### config.mk
export PLATFORM = sky130hd
export DESIGN_NAME = dltq_ram
export DESIGN_NICKNAME = d
export VERILOG_FILES = /design/src/dltq_ram.sv
export SDC_FILE = /design/constraint.sdc
export NUM_CORES = 1
export LEC_CHECK = 0
export BUFFER_PORTS_ARGS = -buffer_cell sky130_fd_sc_hd__buf_2
export CAP_MARGIN = 40
export CORE_MARGIN = 2
export CORE_UTILIZATION = 30
export CTS_BUF_LIST = sky130_fd_sc_hd__clkbuf_2 sky130_fd_sc_hd__clkbuf_4 sky130_fd_sc_hd__clkbuf_8
export CTS_CLUSTER_DIAMETER = 100
export DETAILED_ROUTE_END_ITERATION = 10
export GPL_ROUTABILITY_DRIVEN = 1
export PLACE_DENSITY = 0.52
export SYNTH_ARGS = -nofsm -noshare
export SYNTH_HDL_FRONTEND = slang
export SYNTH_SLANG_ARGS = --single-unit
### constraint.sdc
create_clock -name clk -period 2.3 [get_ports clk]
set_input_delay 0.23 -clock clk [delete_from_list [all_inputs] [get_ports clk]]
set_output_delay 0.23 -clock clk [all_outputs]
set_load 0.05 [all_outputs]
### src/dltq_ram.sv
// Generic single-write, single-read RAM with a registered read port.
module dltq_ram #(
    parameter int WIDTH = 8,
    parameter int DEPTH = 16
) (
    input  logic                     clk,
    input  logic                     wr_en,
    input  logic [$clog2(DEPTH)-1:0] wr_addr,
    input  logic [WIDTH-1:0]         wr_data,
    input  logic [$clog2(DEPTH)-1:0] rd_addr,
    output logic [WIDTH-1:0]         rd_data
);

    logic [WIDTH-1:0] mem [DEPTH];

    // Write port and registered read port.
    always_ff @(posedge clk)
    begin
        if (wr_en)
        begin
            mem[wr_addr] <= wr_data;
        end
        rd_data <= mem[rd_addr];
    end

endmodule

; Word level (Yosys, flattened, before mapping)
; Memory sizes are Yosys's and may differ from the RTL's. A register that Yosys moved wholly into a read port is not among the register bits.
; Index checks and enable logic that the tools add are counted.
[word_totals]
ff_bits = 0
mem_bits_rw = 128
inputBits = 18
output_inout_bits = 8
memories = 1
[mem_list]
columns = memory, words, word_bits, rd, rd_clocked_by_memory_dff, wr, line
row1 = mem, 16, 8, 1, 1, 1, 14  ; logic [WIDTH-1:0] mem [DEPTH];
[classes]
n_mux = 2
[ops]
columns = cell, n
row1 = $mux 1, 2

; Depth between registers and ports, before layout
; Gate-level depths: netlist of the first run.
[logic_depth]
ltp_word = 2
depth_mapped = 5
mapped_depth_nobuf = 3

; Least setup slack after synthesis of the first run
; OpenSTA, ideal clock, no wires.
[synth_path]
path_kind = input to register
start = in wr_addr[2]
end = mem mem[0][0], enable pin
t_arrival_ns = 1.340
required_time_ns = 1.917
setup_slack_ns = 0.577
cell_stages = 2
n_path_buf = 0
path_cell_list = or3b_2 > nor3_1
[synth_lines]
columns = item, line
row1 = start: declaration, 8  ; input logic [$clog2(DEPTH)-1:0] wr_addr,
row2 = end: declaration, 14
; No word-level cell before the write port.

==> flow_summary.toml, run 1 <==
[status]
outcome = "complete, no violations"

[critical_path]
critical_path.max_stage_delay_ps = 580
r2r-end = "rd_data[0]"
worstSetupPathType = "in -> reg"
r2r_setup_slack_ps = 940
rr_worst_depth = 3
worstPathRequired_ps = 2600
timing.rr.start = "mem[1][0]"
cp-start-kind = "input port"
crit_fanout = 10
slowest_stage = "mux4_1"
setup.worst_path.end_class = "flip-flop"
arrival_ps = 1680
path_cells = "buf_2 -> buf_4 -> mux4_1 -> a22oi_1 -> nand2_1"

[routing]
wl_met1_um = 4499
drt_pre_antenna_iters = 4
drt_iter0_drc = 148
viasPerCell = 4.587
ant_nets = 0
top_layer = "met4"
wl_met3_um = 704
met2_length_um = 4868
wl_per_cell_um = 19.57
drc = 0
drt-total-wl_um = 10100
vias = 2367

[floorplanning]
die_w_um = 135.0
rows = 47
start_util = 0.3082
die_height_um = 135.0
io_pins = 26
core_um2 = 16700
die_area_um2 = 18220

[clock_tree]
clock_sinks = 136
clkTransAtPathRegs_ps = 70
hold_buffers = 0
cts_setup_buffers = 0
cts_root_buf = "clkbuf_8"
cts_tree = "yes"
h-tree-depth = 4
clockBufferDepth = 2
numCtsBuffers = 17
clock_latency_ps = 420
ctsResizeCount = 0

[worst_hold_path]
hold_path_end = "mem[12][0]"
hp-start = "wr_data[0]"
hp-class = "in -> reg"
hold_depth = 1

[synthesis]
synth-seq-cells = 136
async_flop_share = 0
synth_xor_area_frac = 0
syn_nets = 247
synth_top_family_by_area = "multiplexers"
yosysTopAreaCell = "edfxtp_1"
postSynthCellCount = 229
synth_top_flop_cell = "edfxtp_1"
synth-simple-area-share = 0.03184
synthMuxAreaShare = 0.1502
synthTopCellsByCount = "edfxtp_1, mux4_2, a22oi_1, mux4_1, nor2_1"
syn_avg_cell_area_um2 = 22.48
synth_edf_count = 128
synth_compound_area_frac = 0.02333
synthDistinctLibCells = 19
synth.area.top_cells = "edfxtp_1, mux4_2, mux4_1"
ys.warnings.count = 0
synth_area_um2 = 5147
post-synth-top-count-cell = "edfxtp_1"
synth_top_area_frac = 0.7467
synthAdderAreaFrac = 0
yosysSeqAreaShare = 0.7778

[run]
cap_violations = 0

[placement]
place_congestion = 0.7227
portBuffers = 25
dpl.hpwl_um = 6661

[timing]
rsz0062_at_grt = "no"
fin_crit_ps = 1379
setup_viol = 0
fin_tns_setup_ps = 0
clock.fmax_ghz = 0.7253
hold_viol = 0
fin_worst_skew_ps = 9.677
slew_violations = 0
worst_pin_slew_ps = 706.9
fin_crit_sh = 0.5994
slew_headroom = 0.5270

[final_layout]
synthToLayoutAreaGrowth_pct = 18.38
fillers = 1568
drive_above_1_share = 0.3243
n_antenna_cell = 0
seqCellArea_um2 = 4004
nets = 301
multi_input_area_um2 = 1057

[pwr]
totalPowerFinal_mw = 5.280
leakage_nw = 2.044
peakVddDrop_v = 0.0003510
p_per_area_nw_per_um2 = 866.5

[grt]
grt_overflow = 0
grt_pass1_wl_um = 15580
grt_max_degree = 23
grt_pass1_vias = 2513
grt_antenna_before_repair = 0
grt_usage = 0.1211
## worst max-delay path: cells and delay by family
family,cells,cell delay (ps)
compound gates,1,280
mux,1,580
simple gates,1,90
buf+inv,2,490
## layout by cell type (no fill, tap or decap)
cell,Yosys,layout
clkinv_2,0,3
buf_4,1,18
mux4_1,14,14
nand3b_1,2,2
buf_2,3,25
nand3_1,1,1
clkbuf_8,0,17
nor2b_1,1,1
or3b_2,1,1
buf_12,0,2
mux4_2,18,18
dfxtp_1,8,8
nor3_1,4,4
bufinv_16,0,5
nor2_1,13,13
and2b_1,1,1
nand2b_1,2,2
edfxtp_1,128,128
clkbuf_4,0,3
clkinv_4,0,4
nand2_1,9,9
a22oi_1,16,16
and2_1,1,1
## layout make-up
cell class | count | share of cell area
Multi-Input combinational cell | 83 | 0.1735
Clock buffer | 20 | 0.04209
Timing Repair Buffer | 45 | 0.04928
Tap cell | 220 | 0.04517
Clock inverter | 12 | 0.03285
Sequential cell | 136 | 0.6571
## how the worst max path moves through the flow
| stage | from | to | cells after the start |
|---|---|---|---|
| 6_report | rd_addr[0] | rd_data[2] | 5 |
| 5_1_grt | rd_addr[0] | rd_data[2] | 5 |
| 4_1_cts | mem[1][0] | rd_data[0] | 3 |
| 3_5_place_dp | rd_addr[0] | rd_data[2] | 5 |
| 3_3_place_gp | rd_addr[0] | rd_data[2] | 5 |
| 2_1_floorplan | wr_addr[2] | mem[0][0] | 2 |
## cell families after synthesis
kind of cell / count (synthesis)
compound gates: 16
buf+inv: 10
flops: 136
mux: 32
simple gates: 35
## per-stage QoR
step | cells | utilization | setup slack, ps | hold WS (ps) | instance area [um^2]
final | 516 | 0.3648 | 921.3 | 197.2 | 6093
after global placement | 484 | 0.3375 | 474.4 | 623.6 | 5637
after floorplan | 229 | - | 577.1 | 328.9 | 5147
after CTS | 516 | 0.3648 | 883.3 | 172.9 | 6093
after global routing | 516 | 0.3648 | 831.7 | 173.9 | 6093
after detailed placement | 484 | 0.3375 | 450.3 | 636.7 | 5637
## registers in the layout, summed over array words and instances, names as in the netlist
name     cells
mem        128
rd_data      8
## power breakdown
| part | leakage, nW | internal [mW] | switching [mW] |
|---|---|---|---|
| clock network | 0.235 | 1.33 | 0.855 |
| logic | 0.585 | 0.113 | 0.199 |
| registers | 1.22 | 2.77 | 0.0169 |
| total | 2.04 | 4.21 | 1.07 |
## metal layers
metal  vias up  track usage
met5         -            0
met4         0      0.02662
li1       1075            -
met3         2      0.04505
met1      1226       0.1664
met2        64       0.1850
No activity file was read; power rests on OpenSTA's default activity.
==> run 2: changes to the inputs <==
--- a/config.mk
+++ b/config.mk
@@ -5,6 +5,7 @@
 export SDC_FILE = /design/constraint.sdc
 export NUM_CORES = 1
 export LEC_CHECK = 0
+export ABC_AREA = 1
 export BUFFER_PORTS_ARGS = -buffer_cell sky130_fd_sc_hd__buf_2
 export CAP_MARGIN = 40
 export CORE_MARGIN = 2
==> constraint.sdc (replaced) <==
create_clock -name clk -period 1.32 [get_ports clk]
set_input_delay 0.132 -clock clk [delete_from_list [all_inputs] [get_ports clk]]
set_output_delay 0.132 -clock clk [all_outputs]
set_load 0.05 [all_outputs]
==> flow_summary.toml, run 2 <==
[timing]
setup_ws_ps = 60.16
fin_crit_ps = 1260
rsz0062_at_grt = "no"
slew_violations = 0
fin_tns_setup_ps = 0
worst_pin_slew_ps = 383.5
slew_headroom = 0.7443
fin_worst_skew_ps = 6.433
clock.fmax_ghz = 0.7938
whs_ps = 50.84
hold_viol = 0
setup_viol = 0
fin_crit_sh = 0.9544

[grt]
grt_max_degree = 65
grt_antenna_before_repair = 0
grt_usage = 0.1420
grt_pass1_vias = 3760
grt_overflow = 0
grt_pass1_wl_um = 21000

[synthesis]
yosysSeqAreaShare = 0.6943
synth_top_area_frac = 0.6665
synth_top_flop_cell = "edfxtp_1"
post-synth-top-count-cell = "nand2_1"
syn_nets = 569
synth_area_um2 = 5767
ys.warnings.count = 0
synthDistinctLibCells = 12
synth_edf_count = 128
syn_avg_cell_area_um2 = 10.47
postSynthCellCount = 551
async_flop_share = 0
yosysTopAreaCell = "edfxtp_1"
synthTopCellsByCount = "nand2_1, edfxtp_1, inv_1, nand3_1, nor2_1"
synth.area.top_cells = "edfxtp_1, nand2_1, nand3_1"
synth-seq-cells = 136

[pwr]
totalPowerFinal_mw = 8.913
peakVddDrop_v = 0.0006041
leakage_nw = 2.844
p_per_area_nw_per_um2 = 1345
p_int_mw = 6.869
power.share.combinational = 0.079
power_switching_share = 0.2294
pwr-share-clk = 0.376
seqPwrFrac = 0.545
switchingPower_mw = 2.044

[critical_path]
crit_cells = 1
slowest_stage = "dfxtp_1"
rr_worst_depth = 6
crit_family = "flip-flops"
cp-start-kind = "flip-flop"
crit_fanout = 1
setup.worst_path.end_class = "output pin"
worstPathRequired_ps = 1190
r2r_setup_slack_ps = 300
cp_num_buf_inv = 1
critical_path.max_stage_delay_ps = 390
arrival_ps = 1130
path_cells = "buf_2"
worstSetupPathType = "reg -> out"

[routing]
drt_iter0_drc = 261
drt_pre_antenna_iters = 5
wl_per_cell_um = 16.25
drc = 0
drt-total-wl_um = 13650
viasPerCell = 4.544
ant_nets = 0
vias = 3817

[placement]
dpl.hpwl_um = 8971
place_congestion = 0.8418
portBuffers = 25
dp_slack_ps = 54.30

[status]
outcome = "complete, no violations"

[clock_tree]
numCtsBuffers = 17
clock_latency_ps = 440
clockBufferDepth = 2
hold_buffers = 0
clkTransAtPathRegs_ps = 70
cts_tree = "yes"
cts_root_buf = "clkbuf_8"
h-tree-depth = 4
clock_sinks = 136

[final_layout]
mostFrequentLayoutCell = "nand2_1"
drive_above_1_share = 0.1254
synthToLayoutAreaGrowth_pct = 14.91
reg.largest.list = "mem x128, rd_data x8"
nets = 612
n_antenna_cell = 0
fillers = 1905
largest_reg_flops = 128
final_cell_mix = "nand2_1, edfxtp_1, inv_1"
top_register = "mem"

[floorplanning]
rows = 50
io_pins = 26
start_util = 0.3073
die_w_um = 142.6
die_height_um = 142.6
die_area_um2 = 20350
core_um2 = 18770

[run]
cap_violations = 0

[worst_hold_path]
hold_depth = 3
hp-class = "in -> reg"
-- run 2: changes by cell type in the layout (fill, tap and decap cells not counted), moves of 4 or more --
cell / change
a22oi_1: -16
clkinv_1: +5
clkinv_4: -4
inv_1: +100
mux4_1: -14
mux4_2: -18
nand2_1: +164
nand3_1: +96
nor2_1: +4
nor3_1: -4
-- run 2: final cells by class --
| class | count | area, um^2 | area share |
|---|---|---|---|
| clock buffer | 19 | 249.0 | 0.03758 |
| tap | 234 | 292.8 | 0.04418 |
| multi-input combinational | 289 | 1214 | 0.1832 |
| inverter | 102 | 382.9 | 0.05778 |
| timing repair buffer | 48 | 350.3 | 0.05287 |
| clock inverter | 12 | 133.9 | 0.02020 |
| sequential | 136 | 4004 | 0.6042 |
-- run 2: repair_timing --
item	CTS	global route
gates resized for setup	0	1
hold endpoints to repair	0	0
setup buffers	0	0
endpoints found under the setup margin	0	1
-- run 2: worst paths after layout --
path	startpoint	end
hold / removal	rd_addr[3]	rd_data[6]
setup reg to reg	mem[4][3]	rd_data[3]
setup / recovery	rd_data[7]	rd_data[7]
hold reg to reg	mem[12][1]	rd_data[1]
-- run 2: metrics by stage --
step,utilization,area [um^2],cells
detailed placement,0.3325,6241,809
global route,0.3531,6626,840
CTS,0.3529,6624,840
finish,0.3531,6626,840
floorplan,-,5767,551
global placement,0.3325,6241,809
-- run 2: per-layer routing --
metal  vias to the layer above  GRT usage  share of wire
met5                         -          0              0
met4                         0    0.06722          0.028
met3                        25    0.03253          0.045
met2                       103     0.2247           0.48
met1                      1837     0.1853           0.45
li1                       1852          -              -
-- run 2: cells by family after synthesis --
| logic type | Yosys count | share of synthesized area |
|---|---|---|
| buf+inv | 126 | 0.09525 |
| flops | 136 | 0.6943 |
| simple gates | 289 | 0.2105 |
-- run 2: power groups by stage --
stage               clock, mW  sequential, mW  combinational, mW
floorplan                   0            5.04              0.341
global placement            0            4.96              0.703
detailed placement          0            4.96              0.711
CTS                      3.44            4.86              0.712
global route             3.57            4.87              0.775
finish                   3.35            4.86              0.700
==> run 3: changes to the inputs <==
==> constraint.sdc (replaced) <==
create_clock -name clk -period 1.32 [get_ports clk]
set_input_delay 0.264 -clock clk [delete_from_list [all_inputs] [get_ports clk]]
set_output_delay 0.264 -clock clk [all_outputs]
set_load 0.05 [all_outputs]
==> flow_summary.toml, run 3 (synthesized netlist as in run 2, its figures left out) <==
[status]
outcome = "complete, no violations"

[final_layout]
n_antenna_cell = 0
mostFrequentLayoutCell = "nand2_1"
fillers = 1854
final_cell_mix = "nand2_1, edfxtp_1, inv_1"
nets = 624
drive_above_1_share = 0.1535
top_register = "mem"
seqCellArea_um2 = 4005
reg.largest.list = "mem x128, rd_data x8"
instances_no_fill = 853
largest_reg_flops = 128
final_area_um2 = 6904
multi_input_area_um2 = 1214
synthToLayoutAreaGrowth_pct = 19.72

[clock_tree]
clock_sinks = 136
clkTransAtPathRegs_ps = 70
numCtsBuffers = 17
clock_latency_ps = 450
cts_tree = "yes"
h-tree-depth = 4
cts_root_buf = "clkbuf_8"
cts_setup_buffers = 0
clockBufferDepth = 2

[timing]
slew_headroom = 0.7135
whs_ps = 209.7
setup_viol = 0
fin_tns_setup_ps = 0
fin_crit_sh = 0.9675
hold_viol = 0
setup_ws_ps = 42.93
slew_violations = 0
worst_pin_slew_ps = 429.7
rsz0062_at_grt = "no"
fin_crit_ps = 1277
clock.fmax_ghz = 0.7830
fin_worst_skew_ps = 6.193

[placement]
place_congestion = 0.8349
dp_cells = 821
portBuffers = 25
placed_area_um2 = 6406
dp_slack_ps = -19.56
dpl.hpwl_um = 9156

[critical_path]
worstPathRequired_ps = 1060
cp_num_buf_inv = 1
critPathLaunch = "rd_data[3]"
setup.worst_path.end_class = "output pin"
crit_fanout = 1
critical_path.max_stage_delay_ps = 310
path_cells = "buf_2"
worstSetupPathType = "reg -> out"
timing.rr.start = "mem[1][4]"
cp-start-kind = "flip-flop"
slowest_stage = "dfxtp_1"
rr_worst_depth = 6
crit_cells = 1
arrival_ps = 1010
crit_family = "flip-flops"

[floorplanning]
core_um2 = 18770
die_height_um = 142.6
start_util = 0.3073
rows = 50
die_area_um2 = 20350
die_w_um = 142.6
io_pins = 26

[pwr]
pwr-share-clk = 0.414
power.share.combinational = 0.081
seqPwrFrac = 0.505
peakVddDrop_v = 0.0005834
switchingPower_mw = 2.102
p_int_mw = 7.518
leakage_nw = 2.982
p_per_area_nw_per_um2 = 1393
power_switching_share = 0.2185

[grt]
grt_usage = 0.1443
grt_pass1_wl_um = 21250
grt_pass1_vias = 3836
grt_overflow = 0
grt_max_degree = 25
grt_antenna_before_repair = 0

[worst_hold_path]
hp-class = "in -> reg"
hold_depth = 4
hp-start = "rd_addr[2]"

[routing]
drt-total-wl_um = 13530
drt_iter0_drc = 340
viasPerCell = 4.437
drt_pre_antenna_iters = 8
wl_per_cell_um = 15.86
ant_nets = 0
drc = 0
vias = 3785

[run]
cap_violations = 0
[run 3: power by group through the flow]
| stage | clock network, mW | registers, mW | logic [mW] |
|---|---|---|---|
| after global placement | 0 | 4.95 | 0.760 |
| final | 3.98 | 4.86 | 0.778 |
| after CTS | 4.08 | 4.86 | 0.783 |
| after global routing | 4.26 | 4.86 | 0.857 |
| after detailed placement | 0 | 4.95 | 0.768 |
| after floorplan | 0 | 5.04 | 0.341 |
[run 3: tightest hold or removal path, stage by stage]
cell     delay (ps)
buf_2           140
nand3_1          90
nand3_1          70
nand2_1          60
[run 3: through the flow]
| step | power (mW) | utilization |
|---|---|---|
| after detailed placement | 5.719 | 0.3413 |
| after CTS | 9.719 | 0.3675 |
| after global placement | 5.712 | 0.3413 |
| after floorplan | 5.380 | - |
| after global routing | 9.981 | 0.3679 |
| final | 9.620 | 0.3679 |
[run 3: what timing repair did]
action / 4_1_cts / 5_1_grt
pin swaps: 0 / 0
hold buffers: 0 / 0
setup endpoints to repair: 3 / 3
resized for setup: 7 / 3
hold endpoints to repair: 0 / 0
[run 3: path summary, 6_finish.rpt]
check                to  slack [ps]
min reg2reg  rd_data[7]         690
max          rd_data[3]          40
min          rd_data[0]         210
max reg2reg  rd_data[4]         290
[run 3: metal layers]
metal / vias up / part of all wire / global-route usage
met4: 0 / 0.024 / 0.06045
met5: - / 0 / 0
li1: 1877 / - / -
met1: 1800 / 0.46 / 0.1848
met3: 23 / 0.038 / 0.03387
met2: 85 / 0.48 / 0.2356
[run 3: cell type report]
cell class                      count  area share
Clock buffer                       18     0.03498
Clock inverter                     14     0.03316
Inverter                          102     0.05545
Multi-Input combinational cell    289      0.1758
Sequential cell                   136      0.5801
Tap cell                          234     0.04241
Timing Repair Buffer               60     0.07811
